--- src/rtl/core/ptpp_pkg.sv ---
package ptpp_pkg;

    localparam int COORD_BITS = 24;
    localparam int FRAC_BITS_DEF = 10;
    localparam int DIST_W = 49;

    localparam int DIFF_W = COORD_BITS + 1;
    localparam int MUL_W = DIFF_W + 1;
    localparam int PROD_W = 2 * MUL_W;
    localparam int SUM_W = PROD_W + 1;
    localparam int SQ_W = 2 * COORD_BITS + 1;
    localparam int MAG_W = 2 * DIFF_W;
    localparam int HALF_W = DIFF_W;
    localparam int NUM_W = 2 * MAG_W;
    localparam int CNT_W = $clog2(MAG_W);

    typedef struct packed {
        logic signed [COORD_BITS-1:0] point_x;
        logic signed [COORD_BITS-1:0] point_y;
        logic signed [COORD_BITS-1:0] person_x;
        logic signed [COORD_BITS-1:0] person_y;
        logic                         first_vertex;
        logic                         last_vertex;
    } vertex_t;

    typedef struct packed {
        logic              on_path;
        logic              found;
        logic [DIST_W-1:0] min_dist_sq;
    } result_t;

    typedef enum logic [4:0] {
        S_IDLE,
        S_DIFF,
        S_DX,
        S_DY,
        S_DD,
        S_SY,
        S_SS,
        S_C2,
        S_CR,
        S_Q1,
        S_Q2,
        S_Q3,
        S_Q4,
        S_DIV,
        S_LIN,
        S_T2,
        S_T,
        S_E2,
        S_EE,
        S_UPD,
        S_FIN
    } state_t;

endpackage

--- src/rtl/core/point_to_polyline_proximity.sv ---
// channel   dir  handshake               payload
// in        in   in_valid / in_ready     in_data (vertex_t)
// out       out  out_valid / out_ready   out_data (result_t)
// cfg       in   cfg_wr_en               cfg_wr_data (threshold_sq)
//
// a vertex with no segment goes straight to the final step; a segment ends early
// on a query at the start, a zero length segment, or a line distance that cannot
// win; one shared 26x26 multiplier, then a 50-step restoring divider for the
// squared line distance, one quotient bit a cycle
// in_ready is high only while the sequencer is idle; a result waits in the output
// register, the final step of the next path end holds until that register is free
// rst_n clears the path state and loads the threshold reset value
module point_to_polyline_proximity
    import ptpp_pkg::*;
#(
    parameter int FRAC_BITS = FRAC_BITS_DEF
)
(
    input  logic              clk,
    input  logic              rst_n,
    input  logic              in_valid,
    output logic              in_ready,
    input  vertex_t           in_data,
    output logic              out_valid,
    input  logic              out_ready,
    output result_t           out_data,
    input  logic              cfg_wr_en,
    input  logic [DIST_W-1:0] cfg_wr_data
);

    localparam longint unsigned EPS_RAW =
        ((64'd1 << (2 * FRAC_BITS)) + 64'd9999999999) / 64'd10000000000;
    localparam logic signed [SUM_W-1:0] EPS_SQ = SUM_W'(EPS_RAW);

    state_t state_reg, state_next;

    logic [DIST_W-1:0] threshold_reg;

    logic signed [COORD_BITS-1:0] cur_x_reg, cur_y_reg, cur_x_next, cur_y_next;
    logic signed [COORD_BITS-1:0] prev_x_reg, prev_y_reg, prev_x_next, prev_y_next;
    logic signed [COORD_BITS-1:0] query_x_reg, query_y_reg, query_x_next, query_y_next;
    logic [SQ_W-1:0] best_reg, best_next;
    logic best_valid_reg, best_valid_next;
    logic hit_zero_reg, hit_zero_next;
    logic have_prev_reg, have_prev_next;
    logic last_reg, last_next;

    logic signed [DIFF_W-1:0] dx_reg, dy_reg, sx_reg, sy_reg, ex_reg, ey_reg;
    logic signed [DIFF_W-1:0] dx_next, dy_next, sx_next, sy_next, ex_next, ey_next;

    logic signed [MUL_W-1:0]  mul_a, mul_b;
    logic signed [PROD_W-1:0] prod_reg, prod_next;
    logic signed [SUM_W-1:0]  acc_reg, acc_next;
    logic signed [SUM_W-1:0]  sum_add, sum_sub;

    logic [SQ_W-1:0]  dd_reg, dd_next, ss_reg, ss_next, cand_reg, cand_next;
    logic [MAG_W-1:0] mag_reg, mag_next;
    logic [NUM_W-1:0] num_reg, num_next;
    logic [SQ_W-1:0]  rem_reg, rem_next;
    logic [MAG_W-1:0] quo_reg, quo_next;
    logic [CNT_W-1:0] cnt_reg, cnt_next;

    logic [SQ_W:0]      trial;
    logic [SQ_W-1:0]    lin;
    logic signed [SUM_W-1:0] ss_ext;
    logic [HALF_W-1:0]  mag_lo, mag_hi;
    logic [NUM_W-1:0]   prod_u;

    logic    out_valid_reg, out_valid_next;
    result_t out_reg, out_next;

    logic in_xfer, seg_go;

    assign in_ready  = (state_reg == S_IDLE);
    assign in_xfer   = in_valid && in_ready;
    assign out_valid = out_valid_reg;
    assign out_data  = out_reg;

    assign sum_add = acc_reg + SUM_W'(prod_reg);
    assign sum_sub = acc_reg - SUM_W'(prod_reg);
    assign prod_u  = NUM_W'($unsigned(prod_reg));
    assign mag_lo  = mag_reg[HALF_W-1:0];
    assign mag_hi  = mag_reg[MAG_W-1:HALF_W];
    assign trial   = {rem_reg, num_reg[MAG_W-1]};
    assign lin     = quo_reg[SQ_W-1:0];
    assign ss_ext  = $signed(SUM_W'(ss_reg));
    assign seg_go  = !in_data.first_vertex && have_prev_reg && !hit_zero_reg;

    // shared multiplier
    assign prod_next = mul_a * mul_b;

    // next state
    always_comb
    begin
        state_next = state_reg;
        case (state_reg)
            S_IDLE:
            begin
                if (in_xfer)
                begin
                    state_next = seg_go ? S_DIFF : S_FIN;
                end
            end
            S_DIFF: state_next = S_DX;
            S_DX:   state_next = S_DY;
            S_DY:   state_next = S_DD;
            S_DD:   state_next = (sum_add < EPS_SQ) ? S_FIN : S_SY;
            S_SY:   state_next = S_SS;
            S_SS:   state_next = (sum_add < EPS_SQ) ? S_FIN : S_C2;
            S_C2:   state_next = S_CR;
            S_CR:   state_next = S_Q1;
            S_Q1:   state_next = S_Q2;
            S_Q2:   state_next = S_Q3;
            S_Q3:   state_next = S_Q4;
            S_Q4:   state_next = S_DIV;
            S_DIV:  state_next = (cnt_reg == '0) ? S_LIN : S_DIV;
            S_LIN:  state_next = (best_valid_reg && lin >= best_reg) ? S_FIN : S_T2;
            S_T2:   state_next = S_T;
            S_T:
            begin
                if (sum_add < 0)
                begin
                    state_next = S_UPD;
                end
                else if (sum_add > ss_ext)
                begin
                    state_next = S_E2;
                end
                else
                begin
                    state_next = S_UPD;
                end
            end
            S_E2:   state_next = S_EE;
            S_EE:   state_next = (sum_add < EPS_SQ) ? S_FIN : S_UPD;
            S_UPD:  state_next = S_FIN;
            S_FIN:
            begin
                if (!last_reg || !out_valid_reg || out_ready)
                begin
                    state_next = S_IDLE;
                end
            end
            default: state_next = S_IDLE;
        endcase
    end

    // datapath and outputs
    always_comb
    begin
        cur_x_next      = cur_x_reg;
        cur_y_next      = cur_y_reg;
        prev_x_next     = prev_x_reg;
        prev_y_next     = prev_y_reg;
        query_x_next    = query_x_reg;
        query_y_next    = query_y_reg;
        best_next       = best_reg;
        best_valid_next = best_valid_reg;
        hit_zero_next   = hit_zero_reg;
        have_prev_next  = have_prev_reg;
        last_next       = last_reg;
        dx_next         = dx_reg;
        dy_next         = dy_reg;
        sx_next         = sx_reg;
        sy_next         = sy_reg;
        ex_next         = ex_reg;
        ey_next         = ey_reg;
        acc_next        = acc_reg;
        dd_next         = dd_reg;
        ss_next         = ss_reg;
        cand_next       = cand_reg;
        mag_next        = mag_reg;
        num_next        = num_reg;
        rem_next        = rem_reg;
        quo_next        = quo_reg;
        cnt_next        = cnt_reg;
        out_next        = out_reg;
        out_valid_next  = out_valid_reg && !out_ready;
        mul_a           = MUL_W'(dx_reg);
        mul_b           = MUL_W'(dx_reg);

        case (state_reg)
            S_IDLE:
            begin
                if (in_xfer)
                begin
                    cur_x_next = in_data.point_x;
                    cur_y_next = in_data.point_y;
                    last_next  = in_data.last_vertex;
                    if (in_data.first_vertex)
                    begin
                        query_x_next    = in_data.person_x;
                        query_y_next    = in_data.person_y;
                        best_next       = '0;
                        best_valid_next = 1'b0;
                        hit_zero_next   = 1'b0;
                        have_prev_next  = 1'b0;
                    end
                end
            end
            S_DIFF:
            begin
                dx_next = DIFF_W'(query_x_reg) - DIFF_W'(prev_x_reg);
                dy_next = DIFF_W'(query_y_reg) - DIFF_W'(prev_y_reg);
                sx_next = DIFF_W'(cur_x_reg) - DIFF_W'(prev_x_reg);
                sy_next = DIFF_W'(cur_y_reg) - DIFF_W'(prev_y_reg);
                ex_next = DIFF_W'(query_x_reg) - DIFF_W'(cur_x_reg);
                ey_next = DIFF_W'(query_y_reg) - DIFF_W'(cur_y_reg);
            end
            S_DX:
            begin
                mul_a = MUL_W'(dx_reg);
                mul_b = MUL_W'(dx_reg);
            end
            S_DY:
            begin
                mul_a    = MUL_W'(dy_reg);
                mul_b    = MUL_W'(dy_reg);
                acc_next = SUM_W'(prod_reg);
            end
            S_DD:
            begin
                mul_a   = MUL_W'(sx_reg);
                mul_b   = MUL_W'(sx_reg);
                dd_next = sum_add[SQ_W-1:0];
                // query sits on the segment start
                if (sum_add < EPS_SQ)
                begin
                    best_next       = '0;
                    best_valid_next = 1'b1;
                    hit_zero_next   = 1'b1;
                end
            end
            S_SY:
            begin
                mul_a    = MUL_W'(sy_reg);
                mul_b    = MUL_W'(sy_reg);
                acc_next = SUM_W'(prod_reg);
            end
            S_SS:
            begin
                mul_a   = MUL_W'(sx_reg);
                mul_b   = MUL_W'(dy_reg);
                ss_next = sum_add[SQ_W-1:0];
            end
            S_C2:
            begin
                mul_a    = MUL_W'(sy_reg);
                mul_b    = MUL_W'(dx_reg);
                acc_next = SUM_W'(prod_reg);
            end
            S_CR:
            begin
                mag_next = sum_sub[SUM_W-1] ? MAG_W'(-sum_sub) : MAG_W'(sum_sub);
            end
            // square of |cross| from 25-bit halves
            S_Q1:
            begin
                mul_a = MUL_W'($signed({1'b0, mag_lo}));
                mul_b = MUL_W'($signed({1'b0, mag_lo}));
            end
            S_Q2:
            begin
                mul_a    = MUL_W'($signed({1'b0, mag_lo}));
                mul_b    = MUL_W'($signed({1'b0, mag_hi}));
                num_next = prod_u;
            end
            S_Q3:
            begin
                mul_a    = MUL_W'($signed({1'b0, mag_hi}));
                mul_b    = MUL_W'($signed({1'b0, mag_hi}));
                num_next = num_reg + (prod_u << (HALF_W + 1));
            end
            S_Q4:
            begin
                num_next = num_reg + (prod_u << (2 * HALF_W));
                // quotient stays below 2^49, so the upper half is already below ss
                rem_next = num_next[MAG_W+SQ_W-1:MAG_W];
                quo_next = '0;
                cnt_next = CNT_W'(MAG_W - 1);
            end
            S_DIV:
            begin
                num_next = num_reg << 1;
                if (trial >= {1'b0, ss_reg})
                begin
                    rem_next = SQ_W'(trial - {1'b0, ss_reg});
                    quo_next = {quo_reg[MAG_W-2:0], 1'b1};
                end
                else
                begin
                    rem_next = trial[SQ_W-1:0];
                    quo_next = {quo_reg[MAG_W-2:0], 1'b0};
                end
                cnt_next = cnt_reg - 1'b1;
            end
            S_LIN:
            begin
                mul_a = MUL_W'(sx_reg);
                mul_b = MUL_W'(dx_reg);
            end
            S_T2:
            begin
                mul_a    = MUL_W'(sy_reg);
                mul_b    = MUL_W'(dy_reg);
                acc_next = SUM_W'(prod_reg);
            end
            S_T:
            begin
                mul_a = MUL_W'(ex_reg);
                mul_b = MUL_W'(ex_reg);
                // projection before the start, past the end, or inside
                if (sum_add < 0)
                begin
                    cand_next = dd_reg;
                end
                else
                begin
                    cand_next = lin;
                end
            end
            S_E2:
            begin
                mul_a    = MUL_W'(ey_reg);
                mul_b    = MUL_W'(ey_reg);
                acc_next = SUM_W'(prod_reg);
            end
            S_EE:
            begin
                cand_next = sum_add[SQ_W-1:0];
                if (sum_add < EPS_SQ)
                begin
                    best_next       = '0;
                    best_valid_next = 1'b1;
                    hit_zero_next   = 1'b1;
                end
            end
            S_UPD:
            begin
                if (!best_valid_reg || cand_reg < best_reg)
                begin
                    best_next       = cand_reg;
                    best_valid_next = 1'b1;
                end
            end
            S_FIN:
            begin
                if (!last_reg)
                begin
                    prev_x_next    = cur_x_reg;
                    prev_y_next    = cur_y_reg;
                    have_prev_next = 1'b1;
                end
                else if (!out_valid_reg || out_ready)
                begin
                    prev_x_next         = cur_x_reg;
                    prev_y_next         = cur_y_reg;
                    out_next.on_path    = best_valid_reg &&
                                          (DIST_W'(best_reg) <= threshold_reg);
                    out_next.found      = best_valid_reg;
                    out_next.min_dist_sq = best_valid_reg ? DIST_W'(best_reg) : '0;
                    out_valid_next      = 1'b1;
                    have_prev_next      = 1'b0;
                    best_valid_next     = 1'b0;
                    hit_zero_next       = 1'b0;
                    best_next           = '0;
                end
            end
            default:
            begin
                best_next = best_reg;
            end
        endcase
    end

    always_ff @(posedge clk or negedge rst_n)
    begin
        if (!rst_n)
        begin
            state_reg      <= S_IDLE;
            threshold_reg  <= DIST_W'(892967);
            prev_x_reg     <= '0;
            prev_y_reg     <= '0;
            query_x_reg    <= '0;
            query_y_reg    <= '0;
            best_reg       <= '0;
            best_valid_reg <= 1'b0;
            hit_zero_reg   <= 1'b0;
            have_prev_reg  <= 1'b0;
            last_reg       <= 1'b0;
            out_valid_reg  <= 1'b0;
            cnt_reg        <= '0;
        end
        else
        begin
            state_reg      <= state_next;
            if (cfg_wr_en)
            begin
                threshold_reg <= cfg_wr_data;
            end
            prev_x_reg     <= prev_x_next;
            prev_y_reg     <= prev_y_next;
            query_x_reg    <= query_x_next;
            query_y_reg    <= query_y_next;
            best_reg       <= best_next;
            best_valid_reg <= best_valid_next;
            hit_zero_reg   <= hit_zero_next;
            have_prev_reg  <= have_prev_next;
            last_reg       <= last_next;
            out_valid_reg  <= out_valid_next;
            cnt_reg        <= cnt_next;
        end
    end

    always_ff @(posedge clk)
    begin
        cur_x_reg <= cur_x_next;
        cur_y_reg <= cur_y_next;
        dx_reg    <= dx_next;
        dy_reg    <= dy_next;
        sx_reg    <= sx_next;
        sy_reg    <= sy_next;
        ex_reg    <= ex_next;
        ey_reg    <= ey_next;
        prod_reg  <= prod_next;
        acc_reg   <= acc_next;
        dd_reg    <= dd_next;
        ss_reg    <= ss_next;
        cand_reg  <= cand_next;
        mag_reg   <= mag_next;
        num_reg   <= num_next;
        rem_reg   <= rem_next;
        quo_reg   <= quo_next;
        out_reg   <= out_next;
    end

endmodule
--- config.mk ---
export PLATFORM = sky130hd
export DESIGN_NAME = point_to_polyline_proximity
export DESIGN_NICKNAME = d
export VERILOG_FILES = /design/src/rtl/core/ptpp_pkg.sv /design/src/rtl/core/point_to_polyline_proximity.sv
export SDC_FILE = /design/constraint.sdc
export NUM_CORES = 2
export LEC_CHECK = 0
export BUFFER_PORTS_ARGS = -buffer_cell sky130_fd_sc_hd__buf_2
export CAP_MARGIN = 25
export CORE_ASPECT_RATIO = 1.5
export CORE_MARGIN = 2
export CORE_UTILIZATION = 35
export CTS_CLUSTER_SIZE = 40
export DETAILED_ROUTE_END_ITERATION = 10
export PLACE_DENSITY = 0.47
export SLEW_MARGIN = 20
export SYNTH_ARGS = -nofsm -noshare
export SYNTH_HDL_FRONTEND = slang
export SYNTH_SLANG_ARGS = --single-unit
--- constraint.sdc ---
create_clock -name clk -period 26 [get_ports clk]
set_input_delay 6.5 -clock clk [delete_from_list [all_inputs] [get_ports clk]]
set_output_delay 6.5 -clock clk [all_outputs]
set_load 0.02 [all_outputs]
==> reports/metrics.yaml <==
syn_avg_cell_area_um2: 9.64
viasPerCell: 5.35
start_util_pct: 35.1
hold_violations: 0
largest_reg_flops: 99
endpoint_kind: "flip-flop"
worst_pin_slew_ns: 1.11
die_w_um: 409
status: "finished, final reports clean"
grt_start_max_net_pins: 101
setup_violations: 0
worstSetupStartpointType: "flip-flop"
htree_levels: 3
ys_seq_area_share_pct: 31.5
cpMostUsedCell: "fa_1"
drc: 0
track_usage_pct: 24.7
r2r_cells: 33
cp_max_fo: 51
syn_area_mm2: 0.0863
die_h_um: 612
r2r_start: "state_reg[0]$_DFFE_PN0P_"
io_buffers: 204
antenna_found_initial: 10
worstHoldPathType: "reg2reg"
io_pins: 205
setup_tns_ns: 0
drt_first_pass_iters: 6
hold_start: "cnt_reg[0]$_DFFE_PN0P_"
synth_ff_type: "edfxtp_1"
area_delta_synth_final_pct: 10.8
fin_crit_ns: 11.24
fp.dieArea_mm2: 0.251
yosys_warnings: 0
ys_ff_latch: 957
cts_resized: 0
grt_pass1_vias: 70786
max_freq_ghz: 0.0890
dp_hpwl_mm: 247
holdPathEnd: "cnt_reg[0]$_DFFE_PN0P_"
worstPathArrival_ns: 11.86
cts_hold_buf: 0
synthCells: 8949
r2r_slack_ns: 14.76
timing.rr.end: "prod_reg[51]$_DFF_P_"
num_vias: 66766
drv_cap: 0
cp_slowest_cell: "a221o_1"
crit_required_ns: 26.62
hold-path-cell-count: 1
grt_overflow: 0
slew_headroom_pct: 25.9
drive_gt1_share_pct: 8.13
gp_congestion: 0.928
clock_latency_ns: 0.77
wl_mm: 311
syn-num-nets: 10562
final.fill_count: 24631
drt_iter0_markers: 4089
report.final.slew_viol_count: 0
synthDistinctLibCells: 100
grt_first_pass_wirelength_mm: 461
async_flop_share_pct: 21.9
clkTransAtPathRegs_ns: 0.06
critical_path_class: "reg2reg"
coreArea_mm2: 0.246
tritoncts: "done"
cts_num_sinks: 957
detail-route-antenna-nets: 0
wl_per_cell_um: 24.9
post_cts_buffers: 0
period_share_pct: 43.2
clock-root-buffer: "clkbuf_16"
fin_skew_ns: 0.0591
numCtsBuffers: 108
rows: 223
synth_edf_count: 695
rsz0062_at_grt: "false"
clock_path_buffers: 3
fin_nets: 10738
slowest_delay_ns: 0.79
==> placed cells by master (no fill, tap or decap), types with 39 or more instances in the layout <==
cell / n
a21boi_0: 48
a32o_1: 50
o21bai_1: 56
xnor2_1: 287
edfxtp_1: 695
nor2_1: 591
nand4_1: 85
ha_1: 740
buf_4: 175
mux2_2: 77
nor3_1: 116
a221oi_1: 39
a21o_1: 214
dfrtp_1: 200
dfxtp_1: 52
nand2_1: 959
nand3_1: 124
fa_1: 720
and2_1: 144
inv_1: 1266
mux2i_1: 89
o21a_1: 48
a31oi_1: 58
buf_2: 204
nand2b_1: 84
clkbuf_16: 112
a21oi_1: 392
nor2b_1: 114
o21ai_0: 520
xor2_1: 137
a22o_1: 75
and3_1: 44
==> final cells by class <==
type	count	area, um2	share of cell area (%)
Antenna cell	9	22.5	0.0236
Clock buffer	140	2920	3.05
Clock inverter	65	677	0.708
Inverter	1276	4790	5.01
Multi-Input combinational cell	6397	53500	56.0
Sequential cell	957	27200	28.4
Tap cell	3262	4080	4.27
Timing Repair Buffer	385	2420	2.53
==> layer usage <==
metal | up-vias | share of wire, % | GRT usage (%)
met1 | 33391 | 37 | 26.4
li1 | 31017 | - | -
met3 | 666 | 3.9 | 2.59
met4 | 4 | 8.2 | 17.1
met5 | - | 0.010 | 0
met2 | 1688 | 51 | 45.2
==> Yosys cell counts, types with 15 or more instances <==
| master | n | area, um2 |
|---|---|---|
| dfrtp_1 | 201 | 5030 |
| ha_1 | 740 | 9260 |
| a22o_1 | 75 | 657 |
| nand3_1 | 126 | 631 |
| a21boi_0 | 48 | 360 |
| o211ai_1 | 25 | 188 |
| o21a_1 | 49 | 368 |
| and3_1 | 45 | 282 |
| xor2_1 | 137 | 1200 |
| buf_1 | 15 | 56.3 |
| dfxtp_1 | 52 | 1040 |
| a2111o_1 | 22 | 248 |
| a32o_1 | 50 | 500 |
| nand2b_1 | 84 | 526 |
| a2111oi_0 | 36 | 315 |
| nor2b_1 | 114 | 713 |
| o21bai_1 | 56 | 420 |
| nor2_1 | 605 | 2270 |
| mux2i_1 | 89 | 891 |
| o221ai_1 | 32 | 280 |
| a221o_1 | 32 | 320 |
| a22oi_1 | 38 | 285 |
| a31oi_1 | 59 | 369 |
| nor3_1 | 121 | 606 |
| inv_1 | 1268 | 4760 |
| nand4_1 | 85 | 532 |
| fa_1 | 721 | 14400 |
| a211oi_1 | 34 | 255 |
| or3_1 | 33 | 206 |
| o31ai_1 | 36 | 270 |
| a41oi_1 | 18 | 158 |
| a221oi_1 | 42 | 368 |
| a21o_1 | 215 | 1610 |
| edfxtp_1 | 695 | 20900 |
| mux2_2 | 77 | 867 |
| clkbuf_1 | 291 | 1090 |
| and2_1 | 146 | 913 |
| a21oi_1 | 394 | 1970 |
| o21ai_0 | 521 | 2610 |
| xnor2_1 | 287 | 2510 |
| nand2_1 | 961 | 3610 |
| nor4_1 | 29 | 181 |
==> worst max-delay path: cells and delay by family, from the launching register on <==
kind | cells | cell delay (ns)
compound gates | 11 | 3.20
xor+xnor | 1 | 0.09
fa+ha+maj | 8 | 3.73
buf+inv | 7 | 1.89
flops | 1 | 0.34
mux | 1 | 0.41
simple gates | 5 | 1.33
==> per-stage QoR <==
stage	hold slack, ns	cell area, um2	utilization [%]	instances	worst slack, ns
2_1_floorplan	0.423	86300	-	8949	15.88
3_3_place_gp	0.460	91900	37.4	12271	15.03
3_5_place_dp	0.472	91900	37.4	12274	15.08
4_1_cts	0.481	95500	38.9	12479	14.97
5_1_grt	0.500	95600	38.9	12485	14.54
6_report	0.484	95600	38.9	12491	14.76
==> cells by family (layout without fill, tap and decap cells) <==
| group | after synthesis | after routing | synth area share [%] |
|---|---|---|---|
| AND/OR/NAND/NOR | 2440 | 2440 | 13.0 |
| AO/OA/AOI/OAI | 1905 | 1905 | 14.7 |
| flip-flops | 957 | 957 | 31.5 |
| adder cells (fa/ha/maj) | 1461 | 1461 | 27.5 |
| multiplexers | 167 | 167 | 2.05 |
| other | 0 | 9 | 0 |
| buffers and inverters | 1595 | 1866 | 7.00 |
| XOR/XNOR | 424 | 424 | 4.30 |
==> how the worst max path moves through the flow <==
stage                             startpoint                    to  cells past startpoint
finish              state_reg[0]$_DFFE_PN0P_  prod_reg[51]$_DFF_P_                     33
global route        state_reg[0]$_DFFE_PN0P_  prod_reg[45]$_DFF_P_                     36
CTS                 state_reg[0]$_DFFE_PN0P_  prod_reg[51]$_DFF_P_                     33
detailed placement  state_reg[0]$_DFFE_PN0P_  prod_reg[51]$_DFF_P_                     33
global placement    state_reg[0]$_DFFE_PN0P_  prod_reg[51]$_DFF_P_                     33
floorplan           state_reg[3]$_DFFE_PN0P_  prod_reg[48]$_DFF_P_                     37
Power is left out: the tool's default activity adds up to more than one toggle a clock period on the data nets, which glitch-free logic cannot reach.
